--- config.mk ---
export PLATFORM = sky130hd
export DESIGN_NAME = voip_burst_gap_metrics
export DESIGN_NICKNAME = d
export VERILOG_FILES = /design/src/rtl/vbgm_pkg.sv /design/src/rtl/vbgm_div.sv /design/src/rtl/voip_burst_gap_metrics.sv
export SDC_FILE = /design/constraint.sdc
export NUM_CORES = 2
export LEC_CHECK = 0
export BUFFER_PORTS_ARGS = -buffer_cell sky130_fd_sc_hd__buf_2
export CORE_ASPECT_RATIO = 1.4
export CORE_MARGIN = 8
export CORE_UTILIZATION = 55
export CTS_CLUSTER_SIZE = 10
export DETAILED_ROUTE_END_ITERATION = 8
export PLACE_DENSITY_LB_ADDON = 0.2
export SLEW_MARGIN = 5
export SYNTH_ARGS = -nofsm -noshare
export SYNTH_HDL_FRONTEND = slang
export SYNTH_SLANG_ARGS = --single-unit
--- constraint.sdc ---
create_clock -name clk -period 32.3 [get_ports clk]
set_input_delay 4.845 -clock clk [delete_from_list [all_inputs] [get_ports clk]]
set_output_delay 4.845 -clock clk [all_outputs]
set_load 0.01 [all_outputs]
--- src/rtl/vbgm_pkg.sv ---
`timescale 1ns / 1ps
package vbgm_pkg;

  typedef struct packed {
    logic        func;
    logic [2:0]  status;
    logic [15:0] delay;
    logic [15:0] round_trip_delay;
    logic [15:0] jb_nominal;
    logic [15:0] jb_abs_max;
  } in_item_t;

  typedef struct packed {
    logic [7:0]  loss_rate;
    logic [7:0]  discard_rate;
    logic [7:0]  burst_density;
    logic [7:0]  gap_density;
    logic [15:0] burst_duration;
    logic [15:0] gap_duration;
    logic [15:0] rtt_out;
    logic [15:0] jb_nominal_out;
    logic [15:0] jb_max_seen;
    logic [15:0] jb_abs_max_out;
  } out_item_t;

  localparam int unsigned NumW = 64;
  localparam int unsigned DivCntW = 6;

  localparam logic [0:0] RegGapMin = 1'd0;
  localparam logic [0:0] RegFrameDur = 1'd1;

  localparam logic [2:0] StNormal = 3'd0;
  localparam logic [2:0] StLost = 3'd1;
  localparam logic [2:0] StLate = 3'd2;
  localparam logic [2:0] StDiscard = 3'd3;
  localparam logic [2:0] StDup = 3'd4;
  localparam logic [2:0] StOther = 3'd5;

  typedef enum logic [3:0] {
    S_IDLE, S_FOLD, S_LOSS, S_DISC, S_BDEN, S_GDEN, S_GAP, S_BURST, S_OUT
  } state_t;

  typedef struct packed {
    logic start;
    logic busy;
    logic done;
  } div_ctl_t;

endpackage

--- src/rtl/vbgm_div.sv ---
`timescale 1ns / 1ps
module vbgm_div (
  input  logic                          clk,
  input  logic                          rst,
  input  logic                          start,
  input  logic [vbgm_pkg::NumW-1:0]     num,
  input  logic [vbgm_pkg::NumW-1:0]     den,
  output logic                          busy,
  output logic                          done,
  output logic [vbgm_pkg::NumW-1:0]     quo
);
  import vbgm_pkg::*;

  logic [NumW-1:0]    rem;
  logic [NumW-1:0]    dvs;
  logic [DivCntW-1:0] cnt;
  logic [NumW:0]      trial;

  // One quotient bit per cycle, restoring division.
  assign trial = {rem, quo[NumW-1]} - {1'b0, dvs};

  always_ff @(posedge clk) begin
    if (rst) begin
      busy <= 1'b0;
      done <= 1'b0;
    end else begin
      done <= 1'b0;
      if (start) begin
        busy <= 1'b1;
        cnt  <= '0;
        rem  <= '0;
        quo  <= num;
        dvs  <= den;
      end else if (busy) begin
        if (!trial[NumW]) begin
          rem <= trial[NumW-1:0];
          quo <= {quo[NumW-2:0], 1'b1};
        end else begin
          rem <= {rem[NumW-2:0], quo[NumW-1]};
          quo <= {quo[NumW-2:0], 1'b0};
        end
        cnt <= cnt + 1'b1;
        if (cnt == DivCntW'(NumW - 1)) begin
          busy <= 1'b0;
          done <= 1'b1;
        end
      end
    end
  end

`ifndef SYNTH
  a_start_idle: assert property (@(posedge clk) disable iff (rst) start |-> !busy)
    else $error("divider started while busy");
  a_done_end: assert property (@(posedge clk) disable iff (rst) done |-> !busy)
    else $error("divider done while busy");
  a_busy_done: assert property (@(posedge clk) disable iff (rst)
    (busy && cnt == DivCntW'(NumW - 1)) |=> done)
    else $error("divider missed done");
`endif
endmodule

--- src/rtl/voip_burst_gap_metrics.sv ---
`timescale 1ns / 1ps
// VoIP burst/gap metrics, RFC 3611 style Markov counters.
// Input requests come on in_valid/in_ready with an in_item_t payload.
// A packet event (func 0) is taken in S_IDLE and gives no result, so packet
// events can follow each other back to back.
// A report (func 1) gives one out_item_t request on out_valid/out_ready.
// A report first folds the open good run (S_FOLD), then runs six divisions
// one after another through one bit-serial 64-bit divider, and the result
// shows in S_OUT and is held there until out_ready.
// The block takes one request at a time; in_ready is low while it works
// and while a result waits, so a stalled receiver stalls the input.
// Registers are written on cfg_we with cfg_index and cfg_data; users must
// write them only when the block is idle (not enforced). Index 0 is Gmin,
// index 1 the frame duration in ms. Synchronous reset clears all counters
// and restores Gmin 16 and 20 ms. A report only folds the good run into
// c11; the counters wrap at 32 bits. Rates and densities saturate at 255,
// durations at 65535, and a zero denominator gives zero.
module voip_burst_gap_metrics (
  input  logic                clk,
  input  logic                rst,
  input  logic                in_valid,
  output logic                in_ready,
  input  vbgm_pkg::in_item_t  in_data,
  output logic                out_valid,
  input  logic                out_ready,
  output vbgm_pkg::out_item_t out_data,
  input  logic                cfg_we,
  input  logic [0:0]          cfg_index,
  input  logic [7:0]          cfg_data
);
  import vbgm_pkg::*;

  state_t state, state_next;
  logic [7:0]  gmin, fdur;
  logic [31:0] good_run, lib, c11, c13, c14, c22, c23, c33, lost, disc;
  logic [15:0] maxd;
  in_item_t    req;
  logic        pend;

  logic            dstart, dbusy, ddone;
  logic [NumW-1:0] dnum, dden, dquo;
  div_ctl_t        dctl;
  logic [NumW-1:0] ctotal, gapq;

  vbgm_div u_div (
    .clk(clk), .rst(rst), .start(dstart), .num(dnum), .den(dden),
    .busy(dbusy), .done(ddone), .quo(dquo)
  );
  assign dctl = '{start: dstart, busy: dbusy, done: ddone};

  assign ctotal = NumW'(c11) + NumW'(c14) + (NumW'(c13) << 1) + NumW'(c22)
                + (NumW'(c23) << 1) + NumW'(c33);

  function automatic logic [7:0] sat8(input logic [NumW-1:0] v);
    sat8 = (v > NumW'(255)) ? 8'd255 : v[7:0];
  endfunction
  function automatic logic [15:0] sat16(input logic [NumW-1:0] v);
    sat16 = (v > NumW'(16'hFFFF)) ? 16'hFFFF : v[15:0];
  endfunction

  // Operand select for the division of the current step; x*255 = (x<<8)-x.
  logic [NumW-1:0] bsum, dd;
  always_comb begin
    bsum = NumW'(c13) + NumW'(c23) + NumW'(c33);
    dd   = (c13 == '0) ? NumW'(1) : NumW'(c13);
    dnum = '0;
    dden = '0;
    unique case (state)
      S_LOSS:  begin dnum = (NumW'(lost) << 8) - NumW'(lost); dden = ctotal; end
      S_DISC:  begin dnum = (NumW'(disc) << 8) - NumW'(disc); dden = ctotal; end
      S_BDEN:  begin
        dnum = (bsum << 8) - bsum;
        dden = (c23 == '0) ? '0 : NumW'(c22) + NumW'(c23) + bsum;
      end
      S_GDEN:  begin
        dnum = (NumW'(c14) << 8) - NumW'(c14);
        dden = NumW'(c11) + NumW'(c14);
      end
      S_GAP:   begin
        dnum = (NumW'(c11) + NumW'(c14) + NumW'(c13)) * NumW'(fdur);
        dden = dd;
      end
      S_BURST: begin dnum = ctotal * NumW'(fdur); dden = dd; end
      default: ;
    endcase
  end

  // The divider returns all ones for a zero divisor; such a ratio is zero.
  logic [NumW-1:0] dres;
  assign dres = (dden == '0) ? '0 : dquo;

  // Start the divider on entry to each divide step.
  always_comb begin
    dstart = 1'b0;
    if (!dbusy && !ddone && !pend) begin
      dstart = (state == S_LOSS) || (state == S_DISC) || (state == S_BDEN)
            || (state == S_GDEN) || (state == S_GAP) || (state == S_BURST);
    end
  end

  always_comb begin
    state_next = state;
    unique case (state)
      S_IDLE:  if (in_valid) state_next = in_data.func ? S_FOLD : S_IDLE;
      S_FOLD:  state_next = S_LOSS;
      S_LOSS:  if (ddone) state_next = S_DISC;
      S_DISC:  if (ddone) state_next = S_BDEN;
      S_BDEN:  if (ddone) state_next = S_GDEN;
      S_GDEN:  if (ddone) state_next = S_GAP;
      S_GAP:   if (ddone) state_next = S_BURST;
      S_BURST: if (ddone) state_next = S_OUT;
      S_OUT:   if (out_ready) state_next = S_IDLE;
      default: state_next = S_IDLE;
    endcase
  end

  always_comb begin
    in_ready  = (state == S_IDLE);
    out_valid = (state == S_OUT);
  end

  logic bad, isl, isd;
  always_comb begin
    isl = (in_data.status == StLost);
    isd = (in_data.status == StLate) || (in_data.status == StDiscard)
       || (in_data.status == StDup);
    bad = isl || isd;
  end

  always_ff @(posedge clk) begin
    if (rst) begin
      state <= S_IDLE;
      gmin <= 8'd16; fdur <= 8'd20;
      good_run <= '0; lib <= '0; c11 <= '0; c13 <= '0; c14 <= '0;
      c22 <= '0; c23 <= '0; c33 <= '0; lost <= '0; disc <= '0;
      maxd <= '0; pend <= 1'b0;
    end else begin
      state <= state_next;
      pend  <= dstart;
      if (cfg_we) begin
        if (cfg_index == RegGapMin) gmin <= cfg_data;
        if (cfg_index == RegFrameDur) fdur <= cfg_data;
      end
      if (state == S_IDLE && in_valid) begin
        req <= in_data;
        if (!in_data.func) begin
          if (isl) lost <= lost + 1'b1;
          if (isd) disc <= disc + 1'b1;
          if (!bad) begin
            good_run <= good_run + 1'b1;
          end else begin
            if (good_run >= 32'(gmin)) begin
              if (lib == 32'd1) c14 <= c14 + 1'b1;
              else c13 <= c13 + 1'b1;
              lib <= 32'd1;
              c11 <= c11 + good_run;
            end else begin
              lib <= lib + 1'b1;
              if (good_run == '0) c33 <= c33 + 1'b1;
              else begin
                c23 <= c23 + 1'b1;
                c22 <= c22 + good_run - 1'b1;
              end
            end
            good_run <= '0;
          end
          if (in_data.status == StNormal && in_data.delay > maxd) maxd <= in_data.delay;
        end
      end
      if (state == S_FOLD) begin
        c11 <= c11 + good_run;
        good_run <= '0;
      end
      if (ddone) begin
        unique case (state)
          S_LOSS:  out_data.loss_rate <= sat8(dres);
          S_DISC:  out_data.discard_rate <= sat8(dres);
          S_BDEN:  out_data.burst_density <= sat8(dres);
          S_GDEN:  out_data.gap_density <= sat8(dres);
          S_GAP:   begin gapq <= dres; out_data.gap_duration <= sat16(dres); end
          S_BURST: out_data.burst_duration <= sat16((dres >= gapq) ? dres - gapq : '0);
          default: ;
        endcase
      end
      if (state == S_FOLD) begin
        out_data.rtt_out <= req.round_trip_delay;
        out_data.jb_nominal_out <= req.jb_nominal;
        out_data.jb_abs_max_out <= req.jb_abs_max;
        out_data.jb_max_seen <= maxd;
      end
    end
  end

`ifndef SYNTH
  a_no_in_busy: assert property (@(posedge clk) disable iff (rst)
    (state != S_IDLE) |-> !in_ready)
    else $error("input ready while busy");
  a_div_only_work: assert property (@(posedge clk) disable iff (rst)
    dctl.start |-> (state != S_IDLE && state != S_OUT && state != S_FOLD))
    else $error("divider started outside a divide step");
  a_out_hold: assert property (@(posedge clk) disable iff (rst)
    (out_valid && !out_ready) |=> (out_valid && $stable(out_data)))
    else $error("result changed while stalled");
`endif
endmodule

==> results.yml <==
cts:
  h-tree-depth: 3
  ctsRootBufferMaster: "clkbuf_16"
  clk_path_buf_depth: 3
  cts_hold_buf: 0
  clk_latency_ps: 760
  cts_setup_buffers: 0
  cts_resized: 0
  cts_buffers: 93
  clock_sinks: 769
  cts_tree: "built"
  path_clk_slew_ps: 60
sta:
  maxSlewHeadroom_pct: 10.88
  worst_pin_slew_ps: 1329
  fin_setup_tns_ps: 0
  holdWs_ps: 415.5
  final-hold-violation-count: 0
  fmax_mhz: 71.79
  fin_crit_ps: 13930
  slew_violations: 0
  finalSetupViolCount: 0
  period_share_pct: 43.13
  rsz0062_at_grt: "false"
  skew_ps: 51.65
worst_setup_path:
  start_kind: "flop"
  cp.arrival_ps: 14360
  r2r_setup_slack_ps: 18370
  critPathRequiredTime_ps: 32730
  r2r-end: "out_data[90]"
  end_kind: "flop"
  cpMaxStageDelayCell: "xor2_1"
  worstPathMaxFanout: 67
  r2r-start: "c14[0]"
  critPathMaxStageDelay_ps: 880
  rr_worst_depth: 45
  path_class: "flop to flop"
pwr:
  ir_drop_mv: 0.04157
  power.share.sequential_pct: 42.6
  sw_frac_of_total_pct: 30.21
  p_comb_share_pct: 17.5
  p_clk_share_pct: 39.9
  cellInternalPower_mw: 1.776
  powerDensity_nw_per_um2: 30.41
  leakagePower_nw: 37.45
  switching_power_mw: 0.7691
yosys:
  muxShareOfSynthArea_pct: 0.9076
  syn_inst: 9031
  synth_top_family_by_area: "adder cells"
  synth_area_sq_um: 77750
  ys.flop_type: "edfxtp_1"
  synthXorXnorAreaFrac_pct: 7.401
  async_flop_share_pct: 0
  syn_nets: 10300
  synth-compound-area-share_pct: 16.80
  synth_adder_area_share_pct: 24.54
  synth-simple-area-share_pct: 18.87
  yosys_warnings: 0
  synth-seq-cells: 769
  syn_area_per_cell_sq_um: 8.609
  yosys.cell_types.count: 88
  yosysSeqAreaShare_pct: 25.08
  synth_edf_count: 410
final_layout:
  final_net_count: 10400
  fillers: 12660
  drive_gt1_share_pct: 5.679
  syn2layout_area_growth_pct: 7.671
  fin_area_sq_um: 83720
die:
  chipHeight_microns: 460.9
  fp.dieW_microns: 333.8
  coreArea_sq_um: 140700
  die_area_sq_um: 153800
  ios: 212
  initial_utilization_pct: 55.25
  num_rows: 163
route:
  via_count: 69290
  drtIter0Drc: 6509
  wl_per_cell_microns: 26.69
  dr.pass1.iters: 6
  drc: 0
  antenna_left: 0
  routed_wl_microns: 293900
  via_per_inst: 6.292
flow_run:
  cap_viol_max_count: 0
grt:
  grt_usage_pct: 37.25
  grt_pass1_vias: 69360
  grt_overflow_total: 0
  grt_max_degree: 141
  antenna_found_initial: 15
  grt_pass1_wl_microns: 434500
min_path:
  hold_depth: 0
  min_from: "req[30]"
  holdCritPathClass: "flop to flop"
  holdPathEnd: "out_data[46]"
place:
  io_buffers: 211
  placed_area_sq_um: 80850
  place_congestion: 1.047
  dpl.hpwl_microns: 239200
run_status:
  status: "finished clean"
## per-layer routing
| metal | track usage [%] | part of all wire (%) | vias up | routed length, microns |
|---|---|---|---|---|
| li1 | - | - | 31500 | - |
| met1 | 40.81 | 35 | 33820 | 104100 |
| met2 | 64.37 | 48 | 2991 | 140700 |
| met3 | 6.772 | 7.6 | 970 | 22240 |
| met4 | 27.71 | 9.1 | 12 | 26830 |
| met5 | 0 | 0.026 | - | 75 |
## sequential cells by signal, summed over array words and instances (netlist names), 4 cells and up
| register | cells |
|---|---|
| lib | 32 |
| state | 4 |
| good_run | 32 |
| c23 | 32 |
| c14 | 32 |
| gmin | 8 |
| c13 | 32 |
| c11 | 32 |
| req | 48 |
| c22 | 32 |
| c33 | 32 |
| gapq | 64 |
| lost | 32 |
| disc | 32 |
| fdur | 8 |
| out_data | 128 |
| u_div.rem | 64 |
| u_div.quo | 64 |
| u_div.dvs | 36 |
| u_div.cnt | 6 |
| maxd | 16 |
## logic make-up (layout without fill, tap and decap cells)
| logic type | after synthesis | count (layout) |
|---|---|---|
| simple gates | 3018 | 3018 |
| compound gates | 2013 | 2013 |
| buf+inv | 1317 | 1477 |
| fa+ha+maj | 1187 | 1187 |
| flops | 769 | 769 |
| xor+xnor | 657 | 657 |
| mux | 70 | 70 |
| other cells | 0 | 6 |
## final cells by class
cell class	instances	area, sq um	share of cell area [%]
inverter	1009	3787	4.524
multi-input combinational	6945	53430	63.82
sequential	769	19510	23.31
clock buffer	136	2570	3.070
timing repair buffer	314	1852	2.212
tap	1815	2271	2.713
clock inverter	18	281.5	0.3363
antenna	6	15.01	0.01793
## metrics by stage
step	utilization (%)	instances	setup slack, ps	power, mW
2_1_floorplan	-	9031	20860	1.387
3_3_place_gp	57.45	10850	18730	1.532
3_5_place_dp	57.45	10850	18630	1.538
4_1_cts	59.48	11010	18550	2.550
5_1_grt	59.48	11010	17530	2.624
6_report	59.49	11010	18370	2.545
## synth_stat cells, types with 66 or more instances
library cell | number | area (sq um)
inv_1 | 1008 | 3784
nand2_1 | 823 | 3089
nor2_1 | 757 | 2841
ha_1 | 624 | 7807
a21oi_1 | 605 | 3028
fa_1 | 563 | 11270
xnor2_1 | 426 | 3731
edfxtp_1 | 410 | 12310
dfxtp_1 | 359 | 7187
o21ai_0 | 344 | 1722
and2_1 | 338 | 2115
clkbuf_1 | 286 | 1074
a21o_1 | 256 | 1922
xor2_1 | 231 | 2023
nand3_1 | 195 | 975.9
nor3_1 | 181 | 905.9
nand4_1 | 138 | 863.3
o21a_1 | 116 | 870.8
and3_1 | 101 | 631.9
a31oi_1 | 100 | 625.6
or3_1 | 98 | 613.1
nor4_1 | 95 | 594.3
a211oi_1 | 83 | 623.1
nand2b_1 | 80 | 500.5
nor2b_1 | 71 | 444.2
o21bai_1 | 67 | 503.0
mux2i_1 | 66 | 660.6
## power groups by stage
stage	clock network, mW	registers [mW]	logic, mW
3_3_place_gp	0	1.10	0.428
5_1_grt	1.06	1.09	0.476
6_report	1.02	1.08	0.445
2_1_floorplan	0	1.10	0.292
4_1_cts	1.03	1.08	0.435
3_5_place_dp	0	1.10	0.433
## worst max path at each step
stage,startpoint,endpoint,slack [ps],depth (start not counted)
finish,c14[0],out_data[90],18370,45
global route,c13[1],out_data[90],17530,47
detailed placement,c13[1],out_data[83],18630,45
CTS,c13[1],out_data[90],18550,45
global placement,c13[1],out_data[81],18730,47
floorplan,rst,u_div.cnt[0],20860,3
## cell usage in the layout, fill, tap and decap left out, drive strengths merged, types with 100 or more instances in the layout
| master | n |
|---|---|
| xnor2 | 426 |
| nand4 | 138 |
| a21o | 256 |
| fa | 563 |
| a21oi | 605 |
| a31oi | 100 |
| o21a | 116 |
| inv | 1010 |
| xor2 | 231 |
| nor2 | 757 |
| nand2 | 823 |
| nand3 | 195 |
| clkbuf | 136 |
| ha | 624 |
| and2 | 339 |
| edfxtp | 410 |
| dfxtp | 359 |
| buf | 314 |
| nor3 | 181 |
| and3 | 101 |
| o21ai | 347 |
## critical path, delay by kind of cell, from the launching register on
kind / cells / cell delay (ps)
adders and majority gates: 6 / 1880
AOI/OAI and AO/OA: 20 / 6000
DFF: 1 / 620
xor gates and xnor gates: 3 / 1710
buffers and inverters: 5 / 1030
and+or+nand+nor: 11 / 2260
(Power assumes the default switching activity.)
